<file path="src/rtl/erpd_pkg.sv">
package erpd_pkg;

    localparam int TICK_W     = 18;
    localparam int DIST_W     = 18;
    localparam int SCORE_W    = 17;
    localparam int DIV_W      = 13;
    localparam int BAND_W     = 8;
    localparam int LIMIT_W    = 18;
    localparam int CFG_IDX_W  = 2;
    localparam int CFG_DATA_W = 18;

    localparam logic [CFG_IDX_W-1:0] CFG_DIVIDER = 2'd0;
    localparam logic [CFG_IDX_W-1:0] CFG_BAND    = 2'd1;
    localparam logic [CFG_IDX_W-1:0] CFG_LIMIT   = 2'd2;

    localparam logic [DIV_W-1:0]   DIVIDER_RST = 13'd105;
    localparam logic [BAND_W-1:0]  BAND_RST    = 8'd10;
    localparam logic [LIMIT_W-1:0] LIMIT_RST   = 18'd130000;

    typedef struct packed {
        logic [DIV_W-1:0]   divider_mm;
        logic [BAND_W-1:0]  band_mm;
        logic [LIMIT_W-1:0] echo_limit;
    } t_cfg;

endpackage

</file>
<file path="src/rtl/echo_range_presence_detector.sv">
// Echo range presence detector. Each input word is one echo width in 4 MHz ticks; widths
// at or above echo_limit are rejected and leave all state alone. Accepted widths become a
// distance in 1/2**FRAC_BITS mm, feed an exponential running average (0.93 / 0.07), update
// a best score (divider minus average, cleared only by reset) and an inside/outside flag
// with a hysteresis band around the divider; leaving "inside" raises finish. One word is
// accepted per clock while the output is not stalled, and each result word passes through
// a three-stage pipeline (distance multiply, average update, score and presence compare) to
// the output; the average feedback lies wholly within the second stage, which allows that
// rate. Configuration is always ready and must only be written while the pipeline is
// empty.
module echo_range_presence_detector
    import erpd_pkg::*;
#(
    parameter int FRAC_BITS = 4,
    parameter int COEF_BITS = 16
) (
    input  logic                  i_clk,
    input  logic                  i_rst_n,
    input  logic                  i_cfg_valid,
    output logic                  o_cfg_ready,
    input  logic [CFG_IDX_W-1:0]  i_cfg_index,
    input  logic [CFG_DATA_W-1:0] i_cfg_data,
    input  logic                  i_in_valid,
    output logic                  o_in_ready,
    input  logic [TICK_W-1:0]     i_echo_ticks,
    output logic                  o_out_valid,
    input  logic                  i_out_ready,
    output logic                  o_accepted,
    output logic [DIST_W-1:0]     o_distance_q4,
    output logic [DIST_W-1:0]     o_average_q4,
    output logic                  o_inside_res,
    output logic                  o_finish,
    output logic [SCORE_W-1:0]    o_score_q4
);

    localparam int KD_W   = COEF_BITS + FRAC_BITS;
    localparam int DPROD_W = TICK_W + KD_W;
    localparam int EMA_W  = DIST_W + COEF_BITS + 1;
    localparam int DQ_W   = DIV_W + FRAC_BITS;
    localparam int CMP_W  = ((DQ_W > DIST_W) ? DQ_W : DIST_W) + 2;

    // 0.0425 mm per tick, 0.93 keep, remainder new
    localparam longint KD_VAL   = (64'd425 << KD_W) / 64'd10000;
    localparam longint KK_VAL   = (64'd93 << COEF_BITS) / 64'd100;
    localparam longint KN_VAL   = (64'd1 << COEF_BITS) - KK_VAL;

    localparam logic [KD_W-1:0]      K_DIST = KD_W'(KD_VAL);
    localparam logic [COEF_BITS-1:0] K_KEEP = COEF_BITS'(KK_VAL);
    localparam logic [COEF_BITS-1:0] K_NEW  = COEF_BITS'(KN_VAL);

    t_cfg w_cfg;

    erpd_cfg u_cfg (
        .i_clk       (i_clk),
        .i_rst_n     (i_rst_n),
        .i_cfg_valid (i_cfg_valid),
        .i_cfg_index (i_cfg_index),
        .i_cfg_data  (i_cfg_data),
        .o_cfg       (w_cfg)
    );

    assign o_cfg_ready = 1'b1;

    // pipeline control
    logic r_s1_v, r_s2_v, r_s3_v;
    logic s1_free, s2_free, s3_free;
    logic in_acc, mv1, mv2;

    assign s3_free    = !r_s3_v || i_out_ready;
    assign s2_free    = !r_s2_v || s3_free;
    assign s1_free    = !r_s1_v || s2_free;
    assign o_in_ready = s1_free;
    assign in_acc     = i_in_valid && s1_free;
    assign mv1        = r_s1_v && s2_free;
    assign mv2        = r_s2_v && s3_free;

    always_ff @(posedge i_clk) begin
        if (!i_rst_n) begin
            r_s1_v <= 1'b0;
            r_s2_v <= 1'b0;
            r_s3_v <= 1'b0;
        end else begin
            if (in_acc) begin
                r_s1_v <= 1'b1;
            end else if (mv1) begin
                r_s1_v <= 1'b0;
            end
            if (mv1) begin
                r_s2_v <= 1'b1;
            end else if (mv2) begin
                r_s2_v <= 1'b0;
            end
            if (mv2) begin
                r_s3_v <= 1'b1;
            end else if (i_out_ready) begin
                r_s3_v <= 1'b0;
            end
        end
    end

    // stage 1: range check and tick-to-distance scaling
    logic [DPROD_W-1:0] dist_prod;
    logic               r_s1_acc;
    logic [DIST_W-1:0]  r_s1_dist;

    assign dist_prod = DPROD_W'(i_echo_ticks) * DPROD_W'(K_DIST);

    always_ff @(posedge i_clk) begin
        if (in_acc) begin
            r_s1_acc  <= (i_echo_ticks < w_cfg.echo_limit);
            r_s1_dist <= dist_prod[COEF_BITS +: DIST_W];
        end
    end

    // stage 2: running average
    logic [DIST_W-1:0] r_avg, r_last;
    logic [EMA_W-1:0]  ema_sum;
    logic [DIST_W-1:0] n_avg;
    logic              r_s2_acc;
    logic [DIST_W-1:0] r_s2_avg, r_s2_last;

    assign ema_sum = EMA_W'(r_avg) * EMA_W'(K_KEEP) + EMA_W'(r_s1_dist) * EMA_W'(K_NEW);
    assign n_avg   = ema_sum[COEF_BITS +: DIST_W];

    always_ff @(posedge i_clk) begin
        if (!i_rst_n) begin
            r_avg  <= '0;
            r_last <= '0;
        end else if (mv1 && r_s1_acc) begin
            r_avg  <= n_avg;
            r_last <= r_s1_dist;
        end
    end

    always_ff @(posedge i_clk) begin
        if (mv1) begin
            r_s2_acc  <= r_s1_acc;
            r_s2_avg  <= r_s1_acc ? n_avg : r_avg;
            r_s2_last <= r_s1_acc ? r_s1_dist : r_last;
        end
    end

    // stage 3: score and presence with hysteresis, output register
    logic [CMP_W-1:0]   div_q, band_q, avg_w, diff;
    logic               score_up, go_in, go_out;
    logic               r_presence;
    logic [SCORE_W-1:0] r_score;
    logic               r_s3_acc, r_s3_fin;
    logic [DIST_W-1:0]  r_s3_dist, r_s3_avg;

    assign div_q    = CMP_W'(w_cfg.divider_mm) << FRAC_BITS;
    assign band_q   = CMP_W'(w_cfg.band_mm) << FRAC_BITS;
    assign avg_w    = CMP_W'(r_s2_avg);
    assign diff     = div_q - avg_w;
    assign score_up = div_q > (avg_w + CMP_W'(r_score));
    assign go_in    = !r_presence && ((avg_w + band_q) < div_q);
    assign go_out   = r_presence && (avg_w > (div_q + band_q));

    always_ff @(posedge i_clk) begin
        if (!i_rst_n) begin
            r_presence <= 1'b0;
            r_score    <= '0;
        end else if (mv2 && r_s2_acc) begin
            if (score_up) begin
                r_score <= diff[SCORE_W-1:0];
            end
            if (go_in) begin
                r_presence <= 1'b1;
            end else if (go_out) begin
                r_presence <= 1'b0;
            end
        end
    end

    always_ff @(posedge i_clk) begin
        if (mv2) begin
            r_s3_acc  <= r_s2_acc;
            r_s3_fin  <= r_s2_acc && go_out;
            r_s3_dist <= r_s2_last;
            r_s3_avg  <= r_s2_avg;
        end
    end

    assign o_out_valid   = r_s3_v;
    assign o_accepted    = r_s3_acc;
    assign o_distance_q4 = r_s3_dist;
    assign o_average_q4  = r_s3_avg;
    assign o_inside_res  = r_presence;
    assign o_finish      = r_s3_fin;
    assign o_score_q4    = r_score;

endmodule

</file>
<file path="src/rtl/erpd_cfg.sv">
module erpd_cfg
    import erpd_pkg::*;
(
    input  logic                  i_clk,
    input  logic                  i_rst_n,
    input  logic                  i_cfg_valid,
    input  logic [CFG_IDX_W-1:0]  i_cfg_index,
    input  logic [CFG_DATA_W-1:0] i_cfg_data,
    output t_cfg                  o_cfg
);

    t_cfg r_cfg;

    always_ff @(posedge i_clk) begin
        if (!i_rst_n) begin
            r_cfg.divider_mm <= DIVIDER_RST;
            r_cfg.band_mm    <= BAND_RST;
            r_cfg.echo_limit <= LIMIT_RST;
        end else if (i_cfg_valid) begin
            case (i_cfg_index)
                CFG_DIVIDER: r_cfg.divider_mm <= i_cfg_data[DIV_W-1:0];
                CFG_BAND:    r_cfg.band_mm    <= i_cfg_data[BAND_W-1:0];
                CFG_LIMIT:   r_cfg.echo_limit <= i_cfg_data[LIMIT_W-1:0];
                default: begin
                    // unknown index: drop the write
                end
            endcase
        end
    end

    assign o_cfg = r_cfg;

endmodule

</file>
<file path="config.mk">
export PLATFORM = sky130hd
export DESIGN_NAME = echo_range_presence_detector
export DESIGN_NICKNAME = d
export VERILOG_FILES = /design/src/rtl/erpd_pkg.sv /design/src/rtl/echo_range_presence_detector.sv /design/src/rtl/erpd_cfg.sv
export SDC_FILE = /design/constraint.sdc
export NUM_CORES = 1
export LEC_CHECK = 0
export BUFFER_PORTS_ARGS = -buffer_cell sky130_fd_sc_hd__buf_2
export CAP_MARGIN = 40
export CORE_UTILIZATION = 25
export CTS_CLUSTER_SIZE = 28
export DETAILED_ROUTE_END_ITERATION = 10
export SLEW_MARGIN = 20
export SYNTH_ARGS = -nofsm -noshare
export SYNTH_HDL_FRONTEND = slang
export SYNTH_HIERARCHICAL = 1
export SYNTH_SLANG_ARGS = --single-unit
export TNS_END_PERCENT = 10
</file>
<file path="constraint.sdc">
create_clock -name i_clk -period 9.4 [get_ports i_clk]
set_clock_uncertainty 0.15 [all_clocks]
set_input_delay 0.47 -clock i_clk [delete_from_list [all_inputs] [get_ports i_clk]]
set_output_delay 0.47 -clock i_clk [all_outputs]
set_load 0.1 [all_outputs]
</file>
==> metrics, run 1 <==
area leader, netlist=ha_1; Pre-antenna DRT Iters=5; top cell type's share of synthesized area=0.2466; headroom to the max-slew limit=0.4830; clk_lat worst skew=0.47 ns; critical path class=reg2reg; number of port buffers=100; Initial Utilization=0.2531; Crit path required time=9.44 ns; fin. max-slew vios=0; CTS buffer count=17; multiplexer area fraction after synthesis=0.02915; share of flip-flops with an asynchronous set or reset=0; clk slew on worst S/H paths=0.08 ns; initial drt markers=877; most frequent cells in the layout=ha_1, inv_1, fa_1; GRT overflow=0; wire length of the first global-routing pass=91.25 mm; FF-to-FF path depth=29; H-Tree Depth=4; ys flop type=dfxtp_1; Die Area=0.09602 sq mm; TritonCTS clock tree=built; measured slew at the worst slew-check pin=0.7744 ns; Critical Path Fanout Max=8; CTS root buffer=clkbuf_16; hold depth=3; Vias/cell=4.456; synthesized flop and latch total=190; final setup vio count=0; post-synthesis sequential area ratio=0.2002; Syn Area/Cell=9.902 sq um; row count=112; vias=16735; Detailed Place HPWL=47.18 mm; Slowest cell on crit path=fa_1; Die Span Y=309.9 microns; vias in the first global route=16945; CP Buf/Inv Count=6; most common cell after layout, fill and taps aside=ha_1; antenna cell count=0; # clock sinks=190; hold path start=i_cfg_data[12]; post_cts resized=0; FF-to-FF End=r_s2_avg[17]; number of enable flip-flop cells after synthesis=94; CP Launch Type=flip-flop; Post-route DRC=0; Core Area=0.09361 sq mm; CP arrival=8.14 ns; number of nets in the layout=3220; HP Class=in2reg; R2R Path Start=r_avg[2]; total track usage=0.1212; reg2reg setup slack=1.30 ns; MaxCap Viol Count=0; outcome=finished clean; io pins=102; final hold violations=0; syn_nets=3124; Adder-Cell Fraction of Synth Area=0.4333; number of library cell types mapped by synthesis=86; YS warnings=6; Fillers=10051; cell depth of the worst setup path=29; min Tclk post-route=8.099 ns; RSZ-0062 raised after global routing=no; CP delay by family, top=adder cells; clk buf depth=2; cts hold-fix bufs=0; top cells by area, synth=ha_1, fa_1, edfxtp_1; Die X-Extent=309.9 microns; DRT Wirelength=57.15 mm; initial antenna violation count=2; final worst-path cycle share=0.8616; Post-CTS Setup Repair Bufs=0; Gate Count Post-Synth=2393; WHS=0.1204 ns; Worst path max stage delay=0.54 ns; Sum Neg Setup Slack=0 ns; share of layout cells above drive strength 1=0.08153; post-synthesis xor/xnor area fraction=0.04768; Post-Synth Simple-Gate Area=0.09072; CP Capture Type=flip-flop; largest family of logic cells by synthesized area=adder cells; Compound-Gate Fraction of Synth Area=0.1204; mapped cell area=0.02370 sq mm; largest net degree at the start of global routing=55; Routability Congestion=0.8926; worst hold endpoint=u_cfg/o_cfg[38]; achievable frequency=0.1235 GHz; Layout area overhead=11.17%; antenna-violating nets left=0; wire length per cell=15.22 microns
[routing by layer]
metal	share of wire	wire, microns	up-vias	global-route usage
li1	-	-	8288	-
met1	0.50	28560	8155	0.1731
met2	0.44	25150	237	0.1892
met3	0.037	2116	51	0.01708
met4	0.023	1314	4	0.03402
met5	0.00030	17	-	0
[through the flow]
step	instance area (sq um)	cells	util	worst slack [ns]
after CTS	26330	3755	0.2813	1.303
after floorplan	23700	2393	-	1.968
after detailed placement	25740	3723	0.2749	1.355
final	26340	3756	0.2814	1.301
after global routing	26340	3756	0.2814	0.8544
after global placement	25660	3719	0.2742	1.420
[how the worst max path moves through the flow]
stage                   from      endpoint  slack [ns]
floorplan           r_avg[2]  r_s2_avg[11]        1.97
global placement    r_avg[2]  r_s2_avg[17]        1.42
detailed placement  r_avg[4]  r_s2_avg[17]        1.36
CTS                 r_avg[2]  r_s2_avg[17]        1.30
global route        r_avg[4]  r_s2_avg[17]        0.85
finish              r_avg[2]  r_s2_avg[17]        1.30
[cells by family (layout without fill, tap and decap cells)]
group | after synthesis | count (layout)
XOR/XNOR | 129 | 129
multiplexers | 66 | 66
AND/OR/NAND/NOR | 435 | 435
other | 1 | 1
buffers and inverters | 481 | 590
AO/OA/AOI/OAI | 403 | 403
flip-flops | 190 | 190
adder cells (fa/ha/maj) | 688 | 688
[worst register-to-register path, delay by kind of cell, from the launching register on]
kind | cells | cell delay [ns]
and+or+nand+nor | 7 | 1.24
buffers and inverters | 6 | 0.46
AOI/OAI and AO/OA | 6 | 1.32
xor gates and xnor gates | 2 | 0.28
adders and majority gates | 8 | 3.84
DFF | 1 | 0.52
[synth_stat cells, drive strengths merged, types with 4 or more instances]
| library cell | instances |
|---|---|
| o31ai | 4 |
| clkbuf | 19 |
| nand2b | 14 |
| a211oi | 12 |
| o21ai | 60 |
| buf | 17 |
| o21a | 20 |
| and4 | 4 |
| o211ai | 16 |
| o2111ai | 6 |
| nand4b | 13 |
| and3 | 15 |
| a41o | 4 |
| edfxtp | 94 |
| a31oi | 12 |
| dfxtp | 96 |
| xor2 | 33 |
| a21boi | 38 |
| nor2b | 37 |
| or3 | 8 |
| nor3 | 29 |
| nand4 | 19 |
| a21oi | 98 |
| ha | 467 |
| o41ai | 5 |
| a211o | 6 |
| o21bai | 17 |
| nand3 | 24 |
| mux2i | 45 |
| nor2 | 80 |
| mux2 | 21 |
| nand2 | 162 |
| fa | 221 |
| a21o | 78 |
| and2 | 10 |
| xnor2 | 96 |
| nor4 | 5 |
| inv | 445 |
[state kept, by name, indices dropped and copies added (netlist names)]
signal         cells
r_s1_acc           1
r_s1_dist         18
o_distance_q4     18
r_s1_v             1
o_accepted         1
r_s2_last         18
o_out_valid        1
o_finish           1
r_avg             18
o_inside_res       1
r_s2_avg          18
r_s2_v             1
r_s2_acc           1
o_average_q4      18
o_score_q4        17
r_last            18
u_cfg/o_cfg       39
[cell type report]
| cell class | count | area, sq um | area share |
|---|---|---|---|
| Sequential cell | 190 | 4745 | 0.1801 |
| Multi-Input combinational cell | 1722 | 17120 | 0.6498 |
| Clock inverter | 15 | 168.9 | 0.006412 |
| Clock buffer | 17 | 425.4 | 0.01615 |
| Tap cell | 1254 | 1569 | 0.05956 |
| Inverter | 445 | 1670 | 0.06341 |
| Timing Repair Buffer | 113 | 648.1 | 0.02460 |
Power of run 1 is not shown: default switching activity piles up to over one toggle a cycle in this logic, so the estimate is an artifact.
==> run 2: changes to the inputs <==
CTS_BUF_LIST = sky130_fd_sc_hd__clkbuf_4   (was not set)
==> metrics, run 2 (synthesis gave the netlist of run 1 again) <==
fin. max-slew vios=0; Crit path required time=9.70 ns; number of nets in the layout=3241; most common cell after layout, fill and taps aside=ha_1; io pins=102; Die X-Extent=309.9 microns; Critical Path Fanout Max=8; post-route insts no fill=3780; CP arrival=8.37 ns; Worst path max stage delay=0.56 ns; final setup vio count=0; cell count after placement=3723; HP Class=in2reg; cts hold-fix bufs=21; largest net degree at the start of global routing=55; initial drt markers=900; row count=112; # clock sinks=190; final hold violations=0; antenna-violating nets left=0; vias in the first global route=17026; Pre-antenna DRT Iters=5; Routability Congestion=0.8926; post_cts resized=0; share of layout cells above drive strength 1=0.08086; Core Area=0.09361 sq mm; Layout area overhead=10.84%; Die Span Y=309.9 microns; vias=16895; Slowest cell on crit path=dfxtp_1; total track usage=0.1215; placed instance area=0.02574 sq mm; Fillers=10074; critical path class=reg2reg; CP delay by family, top=adder cells; wire length of the first global-routing pass=91.60 mm; clk slew on worst S/H paths=0.18 ns; Initial Utilization=0.2531; achievable frequency=0.1239 GHz; RSZ-0062 raised after global routing=no; final worst-path cycle share=0.8589; most frequent cells in the layout=ha_1, inv_1, fa_1; outcome=finished clean; DRT Wirelength=57.26 mm; number of port buffers=100; initial antenna violation count=4; GRT overflow=0; CTS root buffer=clkbuf_4; Sum Neg Setup Slack=0 ns; measured slew at the worst slew-check pin=0.7869 ns; design area=0.02626 sq mm; CP Capture Type=flip-flop; MaxCap Viol Count=0; H-Tree Depth=4; CP Buf/Inv Count=6; Post-route DRC=0; wire length per cell=15.15 microns; Post-CTS Setup Repair Bufs=0; Detailed Place HPWL=47.18 mm; CTS buffer count=17; TritonCTS clock tree=built; min Tclk post-route=8.074 ns; CP Launch Type=flip-flop; clk_lat worst skew=0.71 ns; Die Area=0.09602 sq mm; max reg flops=39; clk buf depth=2; Vias/cell=4.470; headroom to the max-slew limit=0.4747
[run 2: per-layer routing]
layer / track usage / vias up / part of all wire
li1: - / 8339 / -
met1: 0.1744 / 8236 / 0.50
met2: 0.1911 / 275 / 0.44
met3: 0.01551 / 41 / 0.038
met4: 0.03059 / 4 / 0.018
met5: 0 / - / 0.00047
[run 2: final timing paths]
| check | start | cells past startpoint | slack (ns) | end |
|---|---|---|---|---|
| worst max register to register | r_avg[2] | 29 | 1.33 | r_s2_avg[17] |
| worst max-delay path | r_avg[2] | 29 | 1.33 | r_s2_avg[17] |
| worst min-delay path | i_cfg_index[0] | 3 | 0.08 | u_cfg/o_cfg[19] |
| worst min register to register | r_s2_last[7] | 0 | 0.29 | o_distance_q4[7] |
[run 2: area by class of cell]
class | count | area, sq um | share of cell area
antenna | 3 | 7.507 | 0.0002859
clock buffer | 17 | 127.6 | 0.004859
clock inverter | 15 | 168.9 | 0.006432
inverter | 445 | 1670 | 0.06360
multi-input combinational | 1722 | 17120 | 0.6517
sequential | 190 | 4745 | 0.1807
tap | 1254 | 1569 | 0.05974
timing repair buffer | 134 | 858.3 | 0.03268
[run 2: metrics by stage]
stage	setup WS, ns	hold WS, ns	utilization
floorplan	1.968	0.2503	-
global placement	1.420	0.2529	0.2742
detailed placement	1.355	0.2545	0.2749
CTS	1.286	0.004873	0.2804
global route	0.8318	0.04386	0.2806
finish	1.326	0.08422	0.2806
[run 2: worst register-to-register path, delay by kind of cell, from the launching register on]
kind	cells	cell delay (ns)
DFF	1	0.56
and+or+nand+nor	7	1.26
buffers and inverters	6	0.46
AOI/OAI and AO/OA	6	1.28
xor gates and xnor gates	2	0.29
adders and majority gates	8	3.84
Power of run 2 is left out for the same reason.
==> run 3: changes to the inputs <==
CORE_MARGIN = 1   (was not set)
CORE_UTILIZATION = 36   (was 25)
==> metrics, run 3 (synthesis gave the netlist of run 1 again) <==
io pins=102; top routing layer in use=met4; headroom to the max-slew limit=0.4603; Initial Utilization=0.3662; antenna-violating nets left=0; met1 wire length=28.16 mm; Layout area overhead=8.417%; reg2reg setup slack=1.25 ns; H-Tree Depth=4; critical path class=reg2reg; metal2 WL=26.87 mm; CTS root buffer=clkbuf_4; row count=93; Die Span Y=258.6 microns; R2R Path Start=r_avg[4]; clk slew on worst S/H paths=0.19 ns; clk buf depth=2; largest net degree at the start of global routing=73; initial drt markers=803; GRT overflow=0; achievable frequency=0.1227 GHz; MaxCap Viol Count=0; vias=17073; Worst path max stage delay=0.57 ns; hold path start=i_cfg_valid; initial antenna violation count=3; clk_lat worst skew=0.74 ns; worst hold endpoint=u_cfg/o_cfg[4]; Post-route DRC=0; Core Area=0.06470 sq mm; wire length per cell=17.16 microns; Routability Congestion=0.8919; vias in the first global route=17517; cts hold-fix bufs=21; CTS buffer count=17; Crit path required time=9.69 ns; FF-to-FF End=r_s2_avg[17]; Post-CTS Setup Repair Bufs=0; most common cell after layout, fill and taps aside=ha_1; CP arrival=8.43 ns; CP Capture Type=flip-flop; final hold violations=0; max reg flops=39; min Tclk post-route=8.148 ns; Critical Path Fanout Max=8; Pre-antenna DRT Iters=5; measured slew at the worst slew-check pin=0.8087 ns; outcome=finished clean; Sum Neg Setup Slack=0 ns; CP Launch Type=flip-flop; share of layout cells above drive strength 1=0.07976; HP Class=in2reg; DRT Wirelength=57.95 mm; number of port buffers=100; TritonCTS clock tree=built; post_cts resized=0; Die X-Extent=258.6 microns; total track usage=0.1765; hold depth=3; FF-to-FF path depth=29; # clock sinks=190; WL met3=1.944 mm; most frequent cells in the layout=ha_1, inv_1, fa_1; number of nets in the layout=3238; RSZ-0062 raised after global routing=no; fin. max-slew vios=0; Vias/cell=5.056; final worst-path cycle share=0.8668; wire length of the first global-routing pass=92.84 mm; Die Area=0.06685 sq mm; Slowest cell on crit path=fa_1; Detailed Place HPWL=47.24 mm; final setup vio count=0
run 3: final cells by class:
class	count	area, sq um
Tap cell	855	1070
Antenna cell	2	5.005
Inverter	445	1670
Sequential cell	190	4745
Multi-Input combinational cell	1722	17120
Fill cell	6438	39010
Clock inverter	14	148.9
Clock buffer	18	135.1
Timing Repair Buffer	131	799.5
run 3: stage by stage:
| step | util | worst slack (ns) | cells | hold WS (ns) | cell area, sq um |
|---|---|---|---|---|---|
| 2_1_floorplan | - | 1.968 | 2393 | 0.2503 | 23700 |
| 6_report | 0.3971 | 1.252 | 3377 | 0.08748 | 25690 |
| 4_1_cts | 0.3970 | 1.263 | 3375 | 0.01015 | 25680 |
| 3_5_place_dp | 0.3894 | 1.316 | 3322 | 0.2545 | 25190 |
| 3_3_place_gp | 0.3890 | 1.422 | 3320 | 0.2530 | 25160 |
| 5_1_grt | 0.3971 | 0.7381 | 3377 | 0.04437 | 25690 |
run 3: worst max-delay path by stage:
stage	startpoint	endpoint	slack (ns)
after floorplan	r_avg[2]	r_s2_avg[11]	1.97
after detailed placement	r_avg[2]	r_s2_avg[17]	1.32
final	r_avg[4]	r_s2_avg[17]	1.25
after global placement	r_avg[2]	r_s2_avg[17]	1.42
after CTS	r_avg[4]	r_s2_avg[17]	1.26
after global routing	r_avg[2]	r_s2_avg[17]	0.74
run 3: metal layers:
metal | GRT usage | up-vias
met5 | 0 | -
met4 | 0.04142 | 0
met3 | 0.01917 | 55
met2 | 0.2929 | 284
met1 | 0.2455 | 8399
li1 | - | 8335
run 3: worst max-delay path: cells and delay by family (launching register included):
| family | cells | cell delay, ns |
|---|---|---|
| fa+ha+maj | 8 | 3.86 |
| compound gates | 8 | 1.68 |
| simple gates | 5 | 0.83 |
| flops | 1 | 0.55 |
| buf+inv | 6 | 0.47 |
| xor+xnor | 2 | 0.33 |
Power of run 3 is left out for the same reason.
